==> src/rtl/smt_pkg.sv <==
// ----------------------------------------------------------------------------
// smt_pkg
// Shared types and constants for the softmax-with-temperature core.
// ----------------------------------------------------------------------------
package smt_pkg;

    localparam int SMT_MAX_LEN = 64;
    localparam int SMT_CNT_W   = 7;   // holds a count up to 64
    localparam int SMT_IDX_W   = 6;   // element_index field width

    localparam logic [15:0] SMT_INVT_RESET = 16'd4096;
    localparam logic [20:0] SMT_K_LIMIT    = 21'd4096;  // k above this: e = 0
    localparam logic        SMT_REG_INVT   = 1'b0;      // register index of inverse_temperature

    typedef struct packed {
        logic signed [15:0] score;
        logic               last_element;
    } t_in;

    typedef struct packed {
        logic [15:0]          probability;
        logic [SMT_IDX_W-1:0] element_index;
        logic                 last_result;
        logic                 overflowed;
    } t_out;

    // one finished vector handed from front to back
    typedef struct packed {
        logic [SMT_CNT_W-1:0] count;
        logic signed [15:0]   max;
        logic                 ovf;
    } t_job;

endpackage

==> src/rtl/smt_front.sv <==
// ----------------------------------------------------------------------------
// smt_front
// Input side: stores scores, tracks max, count and overflow, and queues
// one job per finished vector for the back end.
// ----------------------------------------------------------------------------
module smt_front
    import smt_pkg::*;
#(
    parameter int MAX_LEN = SMT_MAX_LEN,
    localparam int AW = (MAX_LEN > 1) ? $clog2(MAX_LEN) : 1,
    localparam int CW = $clog2(MAX_LEN + 1)
) (
    input  logic          i_clk,
    input  logic          i_rst_n,
    input  logic          i_acc,
    input  t_in           i_item,
    input  logic          i_pop,
    output logic          o_we,
    output logic [AW-1:0] o_waddr,
    output logic [15:0]   o_wdata,
    output t_job          o_job,
    output logic          o_job_valid
);

    logic signed [15:0] r_max;
    logic [CW-1:0]      r_count;
    logic               r_ovf;
    t_job               r_q [2];
    logic [1:0]         r_q_cnt;

    logic               room;
    logic signed [15:0] n_max;
    logic [CW-1:0]      n_count;
    logic               n_ovf;
    logic               push;
    t_job               job_new;

    always_comb begin
        room    = (r_count < CW'(MAX_LEN));
        n_max   = r_max;
        n_count = r_count;
        n_ovf   = r_ovf;
        if (room) begin
            if (i_item.score > r_max) begin
                n_max = i_item.score;
            end
            n_count = r_count + 1'b1;
        end else begin
            n_ovf = 1'b1;
        end
        push          = i_acc && i_item.last_element;
        job_new.count = SMT_CNT_W'(n_count);
        job_new.max   = n_max;
        job_new.ovf   = n_ovf;
    end

    assign o_we        = i_acc && room;
    assign o_waddr     = r_count[AW-1:0];
    assign o_wdata     = i_item.score;
    assign o_job       = r_q[0];
    assign o_job_valid = (r_q_cnt != 2'd0);

    always_ff @(posedge i_clk) begin
        if (!i_rst_n) begin
            r_max   <= -16'sd32768;
            r_count <= '0;
            r_ovf   <= 1'b0;
            r_q_cnt <= '0;
        end else begin
            if (i_acc) begin
                if (i_item.last_element) begin
                    r_max   <= -16'sd32768;
                    r_count <= '0;
                    r_ovf   <= 1'b0;
                end else begin
                    r_max   <= n_max;
                    r_count <= n_count;
                    r_ovf   <= n_ovf;
                end
            end
            // two-deep job queue, head at entry 0
            if (i_pop && o_job_valid) begin
                if (push) begin
                    if (r_q_cnt[1]) begin
                        r_q[0] <= r_q[1];
                        r_q[1] <= job_new;
                    end else begin
                        r_q[0] <= job_new;
                    end
                end else begin
                    r_q[0]  <= r_q[1];
                    r_q_cnt <= r_q_cnt - 1'b1;
                end
            end else if (push && r_q_cnt != 2'd2) begin
                r_q[r_q_cnt[0]] <= job_new;
                r_q_cnt         <= r_q_cnt + 1'b1;
            end
        end
    end

    a_count_bound: assert property (@(posedge i_clk) disable iff (!i_rst_n)
        r_count <= CW'(MAX_LEN))
        else $error("element count beyond store size");

endmodule

==> config.mk <==
export PLATFORM = sky130hd
export DESIGN_NAME = smt_front
export DESIGN_NICKNAME = d
export VERILOG_FILES = /design/src/rtl/smt_pkg.sv /design/src/rtl/smt_front.sv
export SDC_FILE = /design/constraint.sdc
export NUM_CORES = 1
export LEC_CHECK = 0
export BUFFER_PORTS_ARGS = -buffer_cell sky130_fd_sc_hd__buf_2
export CELL_PAD_IN_SITES_DETAIL_PLACEMENT = 1
export CELL_PAD_IN_SITES_GLOBAL_PLACEMENT = 1
export CORE_MARGIN = 5
export CORE_UTILIZATION = 30
export DETAILED_ROUTE_END_ITERATION = 8
export PLACE_DENSITY = 0.62
export SLEW_MARGIN = 5
export SYNTH_ARGS = -nofsm -noshare
export SYNTH_HDL_FRONTEND = slang
export SYNTH_SLANG_ARGS = --single-unit
==> constraint.sdc <==
create_clock -name i_clk -period 4.2 [get_ports i_clk]
set_input_delay 1.26 -clock i_clk [delete_from_list [all_inputs] [get_ports i_clk]]
set_output_delay 1.26 -clock i_clk [all_outputs]
set_load 0.03 [all_outputs]
-- Yosys cells after proc, flatten, opt, wreduce, memory -nomap -nowiden
Memory sizes are Yosys's and may differ from the RTL's.
Index checks and enable logic that the tools add are counted.
- bits in writable memories: 48
- bits in registers: 26
- output and inout bits: 48
- bits of input ports: 21
- memories: 1
- mux-type cells: 33
- add/subtract/negate cells: 3
- equal/unequal tests: 2
- order comparisons: 2
- bitwise logic cells: 2
- reductions and logical operators: 8
- memories (name ; words ; bits a word ; read ports ; clocked after memory_dff ; wr ports ; line ; text):
    r_q ; 2 ; 24 ; 2 ; 0 ; 2 ; smt_front.sv:28 ; t_job r_q [2];
- operators with widths (kind ; count):
    $mux W24 ; 3
    $mux W16 ; 3
    $reduce_or A24 Y1 ; 1
    $mux W1 ; 22
    $gt A16 B16 Y1 ; 1
    $mux W7 ; 2
    $add A7 B1 Y7 const B ; 1
    $lt A7 B7 Y1 const B ; 1
    $mux W2 ; 3
    $logic_and A1 B1 Y1 ; 4
    $ne A2 B2 Y1 const B ; 2
    $reduce_bool A2 Y1 ; 2
    $add A2 B1 Y2 const B ; 1
    $or A1 B1 Y1 ; 2
    $reduce_and A2 Y1 ; 1
    $sub A2 B1 Y2 const B ; 1

-- Logic depth before layout (Yosys ltp)
- depth in word-level cells: 8
- mapped depth: 10
- gate-level depth less buffers: 8

-- Least setup slack after synthesis
OpenSTA, ideal clock, no wires.
- path kind: input to register
- from: in i_rst_n
- to: mem r_q[0][0] (netlist name) (enable)
- library setup time: 0.442 ns
- data arrival time: 3.586 ns
- cell stages on the path: 3
- path slack: 0.172 ns
- required time: 3.758 ns
- path buffers: 2
- cell sequence: clkbuf_1 > clkbuf_1 > a21boi_0
- RTL lines (item ; line ; text):
    start, declared ; smt_front.sv:14 ; input logic i_rst_n,
    end, declared ; smt_front.sv:28 ;

-- Final worst setup path
- from: in i_item[16] (netlist name)
- to: reg r_max[10]
- word-level cells in the longest chain between the ends: 4
- ends and longest elaborated chain (item ; line ; text):
    start, declared ; smt_front.sv:16 ; input t_in i_item,
    $gt A16 B16 Y1 ; smt_front.sv:44 ; if (i_item.score > r_max) begin
    $mux W16 ; smt_front.sv:44 ;
    $mux W16 ; smt_front.sv:43 ; if (room) begin
    $mux W16 ; smt_front.sv:71 ; if (i_item.last_element) begin
    end signal, assigned ; smt_front.sv:65 ; r_max <= -16'sd32768;
    end signal, assigned ; smt_front.sv:72 ; r_max <= -16'sd32768;
    end signal, assigned ; smt_front.sv:76 ; r_max <= n_max;
    end, declared ; smt_front.sv:25 ; logic signed [15:0] r_max;
Every way passes these cells.
A chain may end at the register's enable or synchronous reset.

==> impl_results.md <==
* Io pins at 69
* Outcome: finished clean
* Iter 0 DRT Violations at 81
* Final instance area at between 0.004 and 0.005 mm2
* Final setup viols at 0
* CP Data Required Time at about 4.5 ns
* Synth Instances at around 340
* Die X at approximately 120 um
* Die Footprint at 0.01528 mm2
* Bufs on Longest Clock Path at 2
* Crit Path Max Fanout at 17
* Final GP Congestion at a little under 0.8
* Clk slew on worst S/H paths at around 0.06 ns
* Tot Pwr at between 1.5 and 2 mW
* Final hold slack at between 0.4 and 0.5 ns
* # DRC at 0
* H-tree depth at 3
* HP Class: reg -> reg
* Post-place setup slack at 0.1088 ns
* Largest net degree at the start of global routing at 36
* Synth Register Bits at 74
* Number of core rows at approximately 40
* Final slew viol count at 0
* Placed Cells at roughly 550
* Setup TNS at 0 ns
* Placement Cell Area at roughly 0.0043 mm2
* Synthesized cell area at 0.003874 mm2
* Die Span Y at 123.6 um
* Post-synth EDFFs at 48
* LEAKAGE at about 1.8 nW
* CTS tree: yes
* Warnings from Yosys at 0
* Share of layout cells above drive strength 1 at 34.87%
* Worst-Margin Slew at between 1 and 1.5 ns
* Area Overhead vs Synth at 17.25%
* All-Layer GR Usage at roughly 13%
* Fill cells at 1441
* Crit path from: i_item[16]
* Nets@finish at ~420
* Setup repair bufs after CTS at 0
* Routed len/inst at 16.66 um
* Number of global-route vias before repair at 2863
* Initial antenna violation count at 0
* Endpoints failing hold at 0
* Worst skew pair latency at between 0.3 and 0.4 ns
* Relative slew margins at 30.24%
* Multi-input logic area at about 0.0016 mm2
* Worst setup SP type: input pin
* Pwr Density at 386.3 mW/mm2
* CP Capture Type: flip-flop
* Max Fclk at ~270 MHz
* Antenna viol nets, final at 0
* Gr ovfl total at 0
* Finished Core Util at 35.99%
* First-pass DRT Iterations at 4
* Post-DP HPWL at about 6.4 mm
* Final Instance Count excl. Fillers at approximately 560
* Register area at roughly 0.002 mm2
* Global-route wire length before repair at 15.22 mm
* Initial Util at a little under a third
* Path depth of the worst reg2reg path at 9
* Minimum clock period at 3.765 ns
* Max-cap violations at 0
* Post-Route WL at roughly 9.4 mm
* Via-per-instance ratio at around 5
* RSZ-0062 raised after global routing: false
* Post-Syn Nets at 374
* Predominant post-synthesis flop cell: edfxtp_1
* Register area share after synthesis at around 51%
* Clock tree root buffer cell: clkbuf_16
* Ant. Diodes at 0
* Post_cts resized at 0
* Final period util at ~90%
* CP endpoint: r_max[10]$_SDFFE_PN0P_
* Final worst slack at 0.4351 ns
* Vias post-DR at around 2800
* Setup slack, reg-to-reg at 1.13 ns
* Synth cell types at a little under 50
* Async S/R FF share, synth at 0%
* Critical Path AT at roughly 4.0 ns
* Maximum VDD drop at 189.2 uV
* Port Buf Inserts at a little under 70
* Hold Buf Count CTS at 0
* Cts bufs inserted at 9
* Reg-to-Reg End: r_max[10]$_SDFFE_PN0P_
* Clock Sinks at 74
* Core Area at between 0.01 and 0.015 mm2
* Setup CP Type: in -> reg
* Worst r2r src: r_max[15]$_SDFFE_PN1P_
* Final setup skew at just under 0.005 ns
* Syn_area_per_cell at ~12 um2
placed cells by master (no fill, tap or decap), types with 2 or more instances in the layout:
cell type / n
buf_4: 8
o221a_2: 16
nor2b_1: 7
nand2b_1: 3
xnor2_1: 5
edfxtp_1: 48
o211ai_1: 15
a21o_1: 3
o22ai_1: 2
nand2_1: 22
nand3_1: 5
nor2_1: 11
clkbuf_16: 9
a21oi_1: 13
mux2i_1: 2
and2_1: 3
inv_1: 27
nand4_1: 2
and3_1: 2
nor3_1: 3
o21ai_0: 10
a32o_1: 15
dfxtp_1: 26
ha_1: 17
clkinv_2: 5
buf_2: 68
mux2_2: 17
cell families after synthesis:
| group | synth area share (%) |
|---|---|
| buffers and inverters | 8.624 |
| AOI/OAI and AO/OA | 18.60 |
| and+or+nand+nor | 10.05 |
| DFF | 50.65 |
| muxes | 5.459 |
| xor gates and xnor gates | 1.130 |
| adders and majority gates | 5.491 |
critical path, cell delays in order:
cell	delay (ns)
buf_2	0.13
ha_1	0.42
nand4_2	0.18
nor4_4	0.34
o21a_2	0.22
o31ai_4	0.08
buf_4	0.24
nor4b_4	0.92
a32o_1	0.22
Yosys cell counts (all sizes together) (11+ instances only):
| cell type | n | area, um2 |
|---|---|---|
| a32o | 15 | 150.1 |
| o21ai | 11 | 55.05 |
| edfxtp | 48 | 1441 |
| a21oi | 14 | 70.07 |
| o211ai | 15 | 112.6 |
| o221a | 16 | 180.2 |
| nor2 | 12 | 47.55 |
| dfxtp | 26 | 520.5 |
| inv | 27 | 101.4 |
| nand2 | 22 | 82.58 |
| mux2 | 17 | 191.4 |
| ha | 17 | 212.7 |
| buf | 28 | 195.2 |
cell type report:
cell class,count,share of cell area (%)
clock buffers,10,5.262
well taps,172,4.738
repair buffers,76,8.815
flip-flops and latches,74,43.20
clock inverters,6,0.7163
inverters,27,2.231
multi-input cells,197,35.04
report_power, final:
group          total, mW  internal, mW  switching, mW
clock              0.700         0.410          0.290
sequential         0.806         0.797        0.00930
combinational      0.248        0.0894          0.159
how the worst min path moves through the flow:
stage                  startpoint                 end  cells after the start
2_1_floorplan  r_ovf$_SDFFE_PN0P_  r_ovf$_SDFFE_PN0P_                      2
3_3_place_gp   r_ovf$_SDFFE_PN0P_  r_ovf$_SDFFE_PN0P_                      2
3_5_place_dp   r_ovf$_SDFFE_PN0P_  r_ovf$_SDFFE_PN0P_                      2
4_1_cts        r_ovf$_SDFFE_PN0P_  r_ovf$_SDFFE_PN0P_                      2
5_1_grt        r_ovf$_SDFFE_PN0P_  r_ovf$_SDFFE_PN0P_                      2
6_report       r_ovf$_SDFFE_PN0P_  r_ovf$_SDFFE_PN0P_                      2
sequential cells by signal (all words and copies together), names as in the netlist:
| register | count |
|---|---|
| r_q_cnt | 2 |
| r_max | 16 |
| r_ovf | 1 |
| r_q | 48 |
| r_count | 7 |
metal layers:
layer	up-vias	global-route usage (%)	wire length, um
met5	-	0	0
met4	0	4.152	129
met3	10	3.043	355
met2	47	21.16	4413
met1	1373	16.84	4467
li1	1352	-	-
Power figures use the tool's default switching activity.
